$ cat config.mk
export PLATFORM = sky130hd
export DESIGN_NAME = servo_angle_command_encoder_top
export DESIGN_NICKNAME = d
export VERILOG_FILES = /design/src/rtl/core/sace_pkg.sv /design/src/rtl/core/sace_front.sv /design/src/rtl/core/sace_queue.sv /design/src/rtl/core/sace_back.sv /design/src/rtl/core/servo_angle_command_encoder_top.sv
export SDC_FILE = /design/constraint.sdc
export NUM_CORES = 1
export LEC_CHECK = 0
export ABC_CLOCK_PERIOD_IN_PS = 19350
export BUFFER_PORTS_ARGS = -buffer_cell sky130_fd_sc_hd__clkbuf_2
export CAP_MARGIN = 20
export CORE_AREA = 2 2 189 191
export CTS_CLUSTER_DIAMETER = 60
export DETAILED_ROUTE_END_ITERATION = 10
export DIE_AREA = 0 0 191 193
export GPL_ROUTABILITY_DRIVEN = 0
export PLACE_DENSITY = 0.6
export SYNTH_ARGS = -nofsm -noshare
export SYNTH_HDL_FRONTEND = slang
export SYNTH_HIERARCHICAL = 1
export SYNTH_SLANG_ARGS = --single-unit
$ cat constraint.sdc
create_clock -name clk -period 19.35 [get_ports clk]
set_input_delay 0.9675 -clock clk [delete_from_list [all_inputs] [get_ports clk]]
set_output_delay 0.9675 -clock clk [all_outputs]
set_load 0.01 [all_outputs]
$ cat src/rtl/core/sace_pkg.sv
// Shared types, constants and helper functions of the servo angle command encoder.
package sace_pkg;

  localparam int ANGLE_W = 16;
  localparam int POS_W   = 12;
  localparam int ID_W    = 8;
  localparam int TIME_W  = 14;
  localparam int CFG_W   = 14;
  localparam int REM_W   = 14;
  localparam int IDX_W   = 4;
  localparam int DIG_W   = 4;

  localparam logic [8:0]        ANGLE_MAX = 9'd360;
  localparam logic [POS_W-1:0]  POS_MIN   = 12'd500;
  localparam logic [TIME_W-1:0] TIME_MAX  = 14'd9999;
  localparam logic [TIME_W-1:0] TIME_RST  = 14'd1000;

  // pos = 500 + (angle*2000 + 180)/360 = 500 + ((angle*100 + 9) >> 1) / 9.
  // The division by 9 is a multiply by ceil(2^16/9) and a shift by 16,
  // which is exact for every dividend up to 18004.
  localparam logic [6:0]  MAP_SCALE = 7'd100;
  localparam logic [3:0]  MAP_ROUND = 4'd9;
  localparam logic [12:0] RECIP_9   = 13'd7282;

  // Configuration register indexes.
  localparam logic REG_SERVO_ID  = 1'b0;
  localparam logic REG_MOVE_TIME = 1'b1;

  // Fixed characters of the frame.
  localparam logic [7:0] CH_HASH = 8'h23;
  localparam logic [7:0] CH_P    = 8'h50;
  localparam logic [7:0] CH_T    = 8'h54;
  localparam logic [7:0] CH_BANG = 8'h21;
  localparam logic [7:0] CH_ZERO = 8'h30;

  // Frame byte positions where a new number is loaded, and the closing byte.
  localparam logic [IDX_W-1:0] IDX_HASH = 4'd0;
  localparam logic [IDX_W-1:0] IDX_P    = 4'd4;
  localparam logic [IDX_W-1:0] IDX_T    = 4'd9;
  localparam logic [IDX_W-1:0] IDX_LAST = 4'd14;

  // One mapped position on its way from the front end to the queue.
  typedef struct packed {
    logic             valid;
    logic [POS_W-1:0] pos;
  } pos_msg_t;

  // What one frame byte is: a fixed character or a decimal digit of a place.
  typedef struct packed {
    logic       is_digit;
    logic [1:0] place;
    logic [7:0] lit;
  } byte_ctl_t;

  function automatic byte_ctl_t byte_ctl(input logic [IDX_W-1:0] idx);
    byte_ctl_t c;
    c.is_digit = 1'b1;
    c.place    = 2'd0;
    c.lit      = CH_ZERO;
    unique case (idx)
      4'd0:  begin c.is_digit = 1'b0; c.lit = CH_HASH; end
      4'd1:  c.place = 2'd2;
      4'd2:  c.place = 2'd1;
      4'd3:  c.place = 2'd0;
      4'd4:  begin c.is_digit = 1'b0; c.lit = CH_P; end
      4'd5:  c.place = 2'd3;
      4'd6:  c.place = 2'd2;
      4'd7:  c.place = 2'd1;
      4'd8:  c.place = 2'd0;
      4'd9:  begin c.is_digit = 1'b0; c.lit = CH_T; end
      4'd10: c.place = 2'd3;
      4'd11: c.place = 2'd2;
      4'd12: c.place = 2'd1;
      4'd13: c.place = 2'd0;
      default: begin c.is_digit = 1'b0; c.lit = CH_BANG; end
    endcase
    return c;
  endfunction

  // d times ten to the power of place; d is a constant at each call site.
  function automatic logic [REM_W-1:0] pow_mult(input logic [1:0] place, input int d);
    logic [REM_W-1:0] r;
    unique case (place)
      2'd0: r = REM_W'(d);
      2'd1: r = REM_W'(d * 10);
      2'd2: r = REM_W'(d * 100);
      2'd3: r = REM_W'(d * 1000);
    endcase
    return r;
  endfunction

endpackage

$ cat src/rtl/core/sace_front.sv
// Front end: clamps the angle and maps it to a servo position in two stages.
module sace_front
  import sace_pkg::*;
(
  input  logic               clk,
  input  logic               rst_n,
  input  logic               take,
  input  logic [ANGLE_W-1:0] angle,
  output pos_msg_t           msg,
  output logic [1:0]         inflight
);

  logic              a_vld_r, a_vld_nxt;
  logic [14:0]       a_y_r, a_y_nxt;
  logic              b_vld_r;
  logic [POS_W-1:0]  b_pos_r, b_pos_nxt;
  logic [8:0]        ang_c;
  logic [15:0]       scaled;
  logic [27:0]       prod;

  always_comb begin
    ang_c     = (angle > 16'(ANGLE_MAX)) ? ANGLE_MAX : angle[8:0];
    scaled    = 16'(ang_c) * 16'(MAP_SCALE) + 16'(MAP_ROUND);
    a_vld_nxt = take;
    a_y_nxt   = scaled[15:1];
    prod      = 28'(a_y_r) * 28'(RECIP_9);
    b_pos_nxt = POS_MIN + prod[27:16];
  end

  always_ff @(posedge clk) begin
    if (!rst_n) begin
      a_vld_r <= 1'b0;
      b_vld_r <= 1'b0;
    end else begin
      a_vld_r <= a_vld_nxt;
      b_vld_r <= a_vld_r;
    end
    a_y_r   <= a_y_nxt;
    b_pos_r <= b_pos_nxt;
  end

  assign msg.valid = b_vld_r;
  assign msg.pos   = b_pos_r;
  assign inflight  = 2'(a_vld_r) + 2'(b_vld_r);

endmodule

$ cat src/rtl/core/sace_queue.sv
// Small queue of mapped positions between the front end and the serializer.
module sace_queue
  import sace_pkg::*;
#(
  parameter int DEPTH = 4
) (
  input  logic                       clk,
  input  logic                       rst_n,
  input  pos_msg_t                   push,
  input  logic                       pop,
  output logic                       nonempty,
  output logic [POS_W-1:0]           head,
  output logic [$clog2(DEPTH+1)-1:0] count
);

  localparam int PW = (DEPTH > 1) ? $clog2(DEPTH) : 1;
  localparam int CW = $clog2(DEPTH + 1);

  logic [POS_W-1:0] mem [DEPTH];
  logic [PW-1:0]    wr_ptr_r, wr_ptr_nxt;
  logic [PW-1:0]    rd_ptr_r, rd_ptr_nxt;
  logic [CW-1:0]    cnt_r, cnt_nxt;

  function automatic logic [PW-1:0] wrap_inc(input logic [PW-1:0] p);
    return (p == PW'(DEPTH - 1)) ? '0 : p + 1'b1;
  endfunction

  always_comb begin
    wr_ptr_nxt = push.valid ? wrap_inc(wr_ptr_r) : wr_ptr_r;
    rd_ptr_nxt = pop ? wrap_inc(rd_ptr_r) : rd_ptr_r;
    cnt_nxt    = cnt_r + CW'(push.valid) - CW'(pop);
  end

  always_ff @(posedge clk) begin
    if (!rst_n) begin
      wr_ptr_r <= '0;
      rd_ptr_r <= '0;
      cnt_r    <= '0;
    end else begin
      wr_ptr_r <= wr_ptr_nxt;
      rd_ptr_r <= rd_ptr_nxt;
      cnt_r    <= cnt_nxt;
    end
  end

  always_ff @(posedge clk) begin
    if (push.valid) begin
      mem[wr_ptr_r] <= push.pos;
    end
  end

  assign head     = mem[rd_ptr_r];
  assign nonempty = (cnt_r != '0);
  assign count    = cnt_r;

endmodule

$ cat src/rtl/core/sace_back.sv
// Back end: serializes one queued position into the 15-byte command frame.
module sace_back
  import sace_pkg::*;
(
  input  logic              clk,
  input  logic              rst_n,
  input  logic              q_nonempty,
  input  logic [POS_W-1:0]  q_head,
  input  logic [ID_W-1:0]   servo_id,
  input  logic [TIME_W-1:0] move_time,
  output logic              pop,
  output logic              out_valid,
  output logic [7:0]        out_char,
  output logic              out_end
);

  logic              active_r, active_nxt;
  logic [IDX_W-1:0]  idx_r, idx_nxt;
  logic [POS_W-1:0]  pos_r, pos_nxt;
  logic [REM_W-1:0]  rem_r, rem_nxt;
  logic              vld_r;
  logic [7:0]        char_r, char_nxt;
  logic              end_r, end_nxt;
  logic              fire;
  logic [IDX_W-1:0]  cur;
  byte_ctl_t         ctl;
  logic [DIG_W-1:0]  digit;
  logic [REM_W-1:0]  sub;
  logic [TIME_W-1:0] tsat;

  always_comb begin
    fire = active_r | q_nonempty;
    pop  = !active_r & q_nonempty;
    cur  = active_r ? idx_r : IDX_HASH;
    ctl  = byte_ctl(cur);
    tsat = (move_time > TIME_MAX) ? TIME_MAX : move_time;

    // One decimal digit per byte: compare against the nine multiples of the place.
    digit = '0;
    sub   = '0;
    for (int d = 1; d <= 9; d++) begin
      if (rem_r >= pow_mult(ctl.place, d)) begin
        digit = DIG_W'(d);
        sub   = pow_mult(ctl.place, d);
      end
    end

    char_nxt = ctl.is_digit ? (CH_ZERO + 8'(digit)) : ctl.lit;
    end_nxt  = (cur == IDX_LAST);
    pos_nxt  = pop ? q_head : pos_r;

    rem_nxt = rem_r;
    if (fire) begin
      priority if (cur == IDX_HASH) begin
        rem_nxt = REM_W'(servo_id);
      end else if (cur == IDX_P) begin
        rem_nxt = REM_W'(pos_r);
      end else if (cur == IDX_T) begin
        rem_nxt = REM_W'(tsat);
      end else if (ctl.is_digit) begin
        rem_nxt = rem_r - sub;
      end
    end

    active_nxt = fire && (cur != IDX_LAST);
    idx_nxt    = cur + 1'b1;
  end

  always_ff @(posedge clk) begin
    if (!rst_n) begin
      active_r <= 1'b0;
      idx_r    <= '0;
      vld_r    <= 1'b0;
      pos_r    <= '0;
    end else begin
      active_r <= active_nxt;
      idx_r    <= idx_nxt;
      vld_r    <= fire;
      pos_r    <= pos_nxt;
    end
    rem_r  <= rem_nxt;
    char_r <= char_nxt;
    end_r  <= end_nxt;
  end

  assign out_valid = vld_r;
  assign out_char  = char_r;
  assign out_end   = end_r;

endmodule

$ cat src/rtl/core/servo_angle_command_encoder_top.sv
// Servo angle command encoder: angle in, ASCII servo command frame out.
//
// Input: an angle item is taken at a clock edge with start high and busy low.
// Angles above 360 are clamped to 360 and mapped with rounding to a position
// of 500..2500. Each item produces 15 bytes on out_char_out, one per cycle
// with out_valid high: '#', three id digits, 'P', four position digits, 'T',
// four move-time digits and '!', the last flagged by out_frame_end.
// Configuration: cfg_we writes cfg_data to register cfg_index (0 servo id,
// 1 move time in ms, saturated to 9999 when printed); write only when idle.
// Each accepted angle passes the mapping pipeline and the queue, waits there
// while the serializer is busy, and then has its bytes registered by the serializer.
// New items can be taken while earlier frames are still being sent; the byte
// serializer sends one byte per cycle and starts the next frame right after the closing byte. Up to QDEPTH items may
// be held in the mapping pipeline and queue; busy is high while that space is taken.
// Reset clears the pipeline, the queue and the serializer and restores the
// registers to id 0 and 1000 ms. The receiver cannot stall the output.
module servo_angle_command_encoder_top
  import sace_pkg::*;
#(
  parameter int QDEPTH = 4
) (
  input  logic               clk,
  input  logic               rst_n,
  input  logic               start,
  output logic               busy,
  input  logic [ANGLE_W-1:0] in_angle_in,
  output logic               out_valid,
  output logic [7:0]         out_char_out,
  output logic               out_frame_end,
  input  logic               cfg_we,
  input  logic               cfg_index,
  input  logic [CFG_W-1:0]   cfg_data
);

  localparam int CW = $clog2(QDEPTH + 1);
  localparam int OW = $clog2(QDEPTH + 3);

  logic [ID_W-1:0]   servo_id_r, servo_id_nxt;
  logic [TIME_W-1:0] move_time_r, move_time_nxt;
  pos_msg_t          msg;
  logic [1:0]        inflight;
  logic              pop, q_nonempty;
  logic [POS_W-1:0]  q_head;
  logic [CW-1:0]     q_count;
  logic [OW-1:0]     occupancy;
  logic              take;

  always_comb begin
    servo_id_nxt  = servo_id_r;
    move_time_nxt = move_time_r;
    if (cfg_we) begin
      unique case (cfg_index)
        REG_SERVO_ID:  servo_id_nxt  = cfg_data[ID_W-1:0];
        REG_MOVE_TIME: move_time_nxt = cfg_data[TIME_W-1:0];
      endcase
    end
  end

  always_ff @(posedge clk) begin
    if (!rst_n) begin
      servo_id_r  <= '0;
      move_time_r <= TIME_RST;
    end else begin
      servo_id_r  <= servo_id_nxt;
      move_time_r <= move_time_nxt;
    end
  end

  // Items in the mapping pipeline count against queue space, so a push never overflows.
  assign occupancy = OW'(q_count) + OW'(inflight);
  assign busy      = (occupancy >= OW'(QDEPTH));
  assign take      = start & !busy;

  sace_front u_front (
    .clk      (clk),
    .rst_n    (rst_n),
    .take     (take),
    .angle    (in_angle_in),
    .msg      (msg),
    .inflight (inflight)
  );

  sace_queue #(
    .DEPTH (QDEPTH)
  ) u_queue (
    .clk      (clk),
    .rst_n    (rst_n),
    .push     (msg),
    .pop      (pop),
    .nonempty (q_nonempty),
    .head     (q_head),
    .count    (q_count)
  );

  sace_back u_back (
    .clk        (clk),
    .rst_n      (rst_n),
    .q_nonempty (q_nonempty),
    .q_head     (q_head),
    .servo_id   (servo_id_r),
    .move_time  (move_time_r),
    .pop        (pop),
    .out_valid  (out_valid),
    .out_char   (out_char_out),
    .out_end    (out_frame_end)
  );

endmodule

==> results.toml <==
[min_path]
whs_endpoint = "move_time_r[2]$_SDFFE_PN0P_"
min_path_cells = 2
min_from = "move_time_r[2]$_SDFFE_PN0P_"
hold_path.class = "register to register"

[floorplanning]
die_w_microns = 191
die_y_microns = 193
start_util_pct = 34.5
num_rows = 69
core-area_sq_um = 35000
dieArea_sq_um = 36900
io_pins = 46

[clocking]
clkSinkCount = 147
cts_resized = 0
path_clk_slew_ns = 0.06
numCtsBuffers = 17
cts_hold_buf = 0
htree_levels = 4
clock_latency_ns = 0.43
post-cts-setup-buffer-count = 0
clockBufferDepth = 2
cts-root-buf = "clkbuf_16"
cts_tree = "yes"

[route]
routed-via-count = 9147
final_antenna_net_count = 0
routed_via_density = 5.16
drt-total-wl_microns = 28100
drt_first_pass_iters = 6
wl_per_cell_microns = 15.9
drcViolationCount = 0
drt_iter0_markers = 674

[layout]
areaGrowthSynthToFinish_pct = 10.8
nNetsFinal = 1555
drive_above_1_share_pct = 10.2
final_cells = 1772
fin_util_pct = 38.2
fillers = 3516
design_area_sq_um = 13400

[global_routing]
grt_pass1_wl_microns = 47200
track_usage_pct = 16.0
first_global_vias = 9295
grt_overflow = 0
grt_max_degree = 42
antenna_found_initial = 2

[place]
dp_hpwl_microns = 22200
io_buffers = 44
placedInstanceArea_sq_um = 12700
dp_cells = 1738

[setup_path]
rrSetupSlack_ns = 12.09
arrival_ns = 7.44
required_ns = 19.53
path_max_fanout = 17
rr_startpoint = "u_back/idx_r[2]$_SDFF_PN0_"
end_kind = "register"
start_kind = "register"
reg2reg_to = "u_back/rem_r[13]$_SDFFCE_PP0P_"
ff2ff_path_depth = 26
crit_type = "register to register"

[timing]
relSlewSlack_pct = 44.8
finalHoldViolations = 0
worst_slew_pin_slew_ns = 0.819
setup_viol = 0
rsz0062_at_grt = "false"
fin_crit_ns = 7.26
tns_ns = 0
drv_slew = 0
finClkSkew_ns = 0.00863
fmax_ghz = 0.138
period_share_pct = 37.5

[synthesis]
synth_top_area_share_pct = 18.7
avgSynthCellArea_sq_um = 9.59
synth-seq-cells = 147
synthTopCellsByArea = "ha_1, edfxtp_1, dfxtp_1"
yosysSeqAreaShare_pct = 29.5
syn_inst = 1258
syn_area_sq_um = 12100
synth-edff-count = 62
syn_nets = 1517
synthFlopType = "dfxtp_1"
yosysUniqueCellTypes = 103
yosys-top-cells-count = "ha_1, inv_1, nand2_1, dfxtp_1, nor2_1"
synth_warnings = 6
async_flop_share_pct = 0
synth_top_area_cell = "ha_1"
yosysMostFrequentCell = "ha_1"

[pwr]
power.total_mw = 1.83
p_per_area_nw_per_um2 = 137
power.leakage_nw = 5.78
vdd_drop_max_mv = 0.0760

[outcome]
outcome = "finished, final reports clean"

[run]
cap_violations = 0
state kept, by name, summed over array words and instances (netlist names), 3 cells and up, named ones only:
register	count
u_queue/mem	48
u_front/a_y_r	14
move_time_r	14
u_back/rem_r	14
u_front/b_pos_r	12
u_back/idx_r	4
u_queue/count	3
u_back/out_char	7
servo_id_r	8
u_back/pos_r	12
layout make-up:
class / instances / area, sq um / share of cell area [%]
diodes: 2 / 5.00 / 0.0374
clock buffers: 17 / 425 / 3.18
clock inverters: 15 / 214 / 1.60
inverters: 140 / 526 / 3.93
multi-input cells: 941 / 7800 / 58.3
flip-flops and latches: 147 / 3560 / 26.7
well taps: 461 / 577 / 4.32
repair buffers: 49 / 258 / 1.93
layout by cell type, fill, tap and decap left out, types with 13 or more instances in the layout:
cell	Yosys	routed
nand2b_1	17	17
a21oi_1	55	55
fa_1	44	44
and2_1	14	14
inv_1	140	140
xnor2_1	27	27
clkbuf_16	0	17
a21o_1	19	19
edfxtp_1	62	62
nor2_1	63	63
clkbuf_2	0	44
nand2_1	138	138
nor3_1	26	26
a211oi_1	14	14
dfxtp_1	85	85
xor2_1	24	24
o21a_1	13	13
o211ai_1	13	13
o21ai_0	52	52
nand3_1	32	32
a21boi_0	26	26
ha_1	180	180
per-layer routing:
metal / up-vias / track usage, % / share of wire [%]
li1: 4556 / - / -
met1: 4351 / 20.8 / 47
met2: 191 / 27.1 / 47
met3: 49 / 2.82 / 4.0
met4: 0 / 5.07 / 2.1
met5: - / 0 / 0
power by group:
group | switching (mW) | internal [mW]
registers | 0.0834 | 0.399
logic | 0.577 | 0.426
clock network | 0.149 | 0.199
worst max path at each step:
stage	to	slack, ns	start	cells past startpoint
final	u_back/rem_r[13]$_SDFFCE_PP0P_	12.09	u_back/idx_r[2]$_SDFF_PN0_	26
after global routing	u_back/rem_r[13]$_SDFFCE_PP0P_	11.52	u_back/idx_r[2]$_SDFF_PN0_	26
after detailed placement	u_back/rem_r[13]$_SDFFCE_PP0P_	12.15	u_back/idx_r[2]$_SDFF_PN0_	26
after floorplan	u_back/rem_r[13]$_SDFFCE_PP0P_	13.03	u_back/idx_r[2]$_SDFF_PN0_	26
after global placement	u_back/rem_r[10]$_SDFFCE_PP0P_	12.37	u_back/idx_r[2]$_SDFF_PN0_	28
after CTS	u_back/rem_r[13]$_SDFFCE_PP0P_	12.12	u_back/idx_r[2]$_SDFF_PN0_	26
logic make-up (layout without fill, tap and decap cells):
group	count (synthesis)	in the layout	synth area share, %
compound gates	285	285	17.0
xor+xnor	53	53	4.09
fa+ha+maj	224	224	26.0
buf+inv	170	221	5.82
flops	147	147	29.5
mux	19	19	2.99
other cells	1	3	0.0311
simple gates	359	359	14.6
stage by stage:
stage          setup slack (ns)  hold slack [ns]
4_1_cts                   12.12            0.460
3_3_place_gp              12.37            0.445
2_1_floorplan             13.03            0.432
3_5_place_dp              12.15            0.450
6_report                  12.09            0.458
5_1_grt                   11.52            0.488
critical path, cell delays in order (launching register included):
cell and delay [ns]:
dfxtp_1 0.63, nand2_1 0.09, mux2_2 0.27, nor2_1 0.08, o21ai_0 0.09, buf_4 0.21, inv_1 0.21, ha_1 0.42
inv_1 0.34, ha_1 0.44, and4bb_2 0.24, a211o_1 0.29, a31oi_1 0.29, o311ai_2 0.20, nor3_1 0.43, o21a_1 0.19
a211oi_1 0.04, a221oi_1 0.42, ha_1 0.32, nor2b_1 0.14, o31ai_1 0.27, a21oi_1 0.14, o41ai_1 0.45, o21ai_0 0.24
a31oi_1 0.24, xor2_1 0.09, a22o_1 0.20
Power figures use the tool's default switching activity.
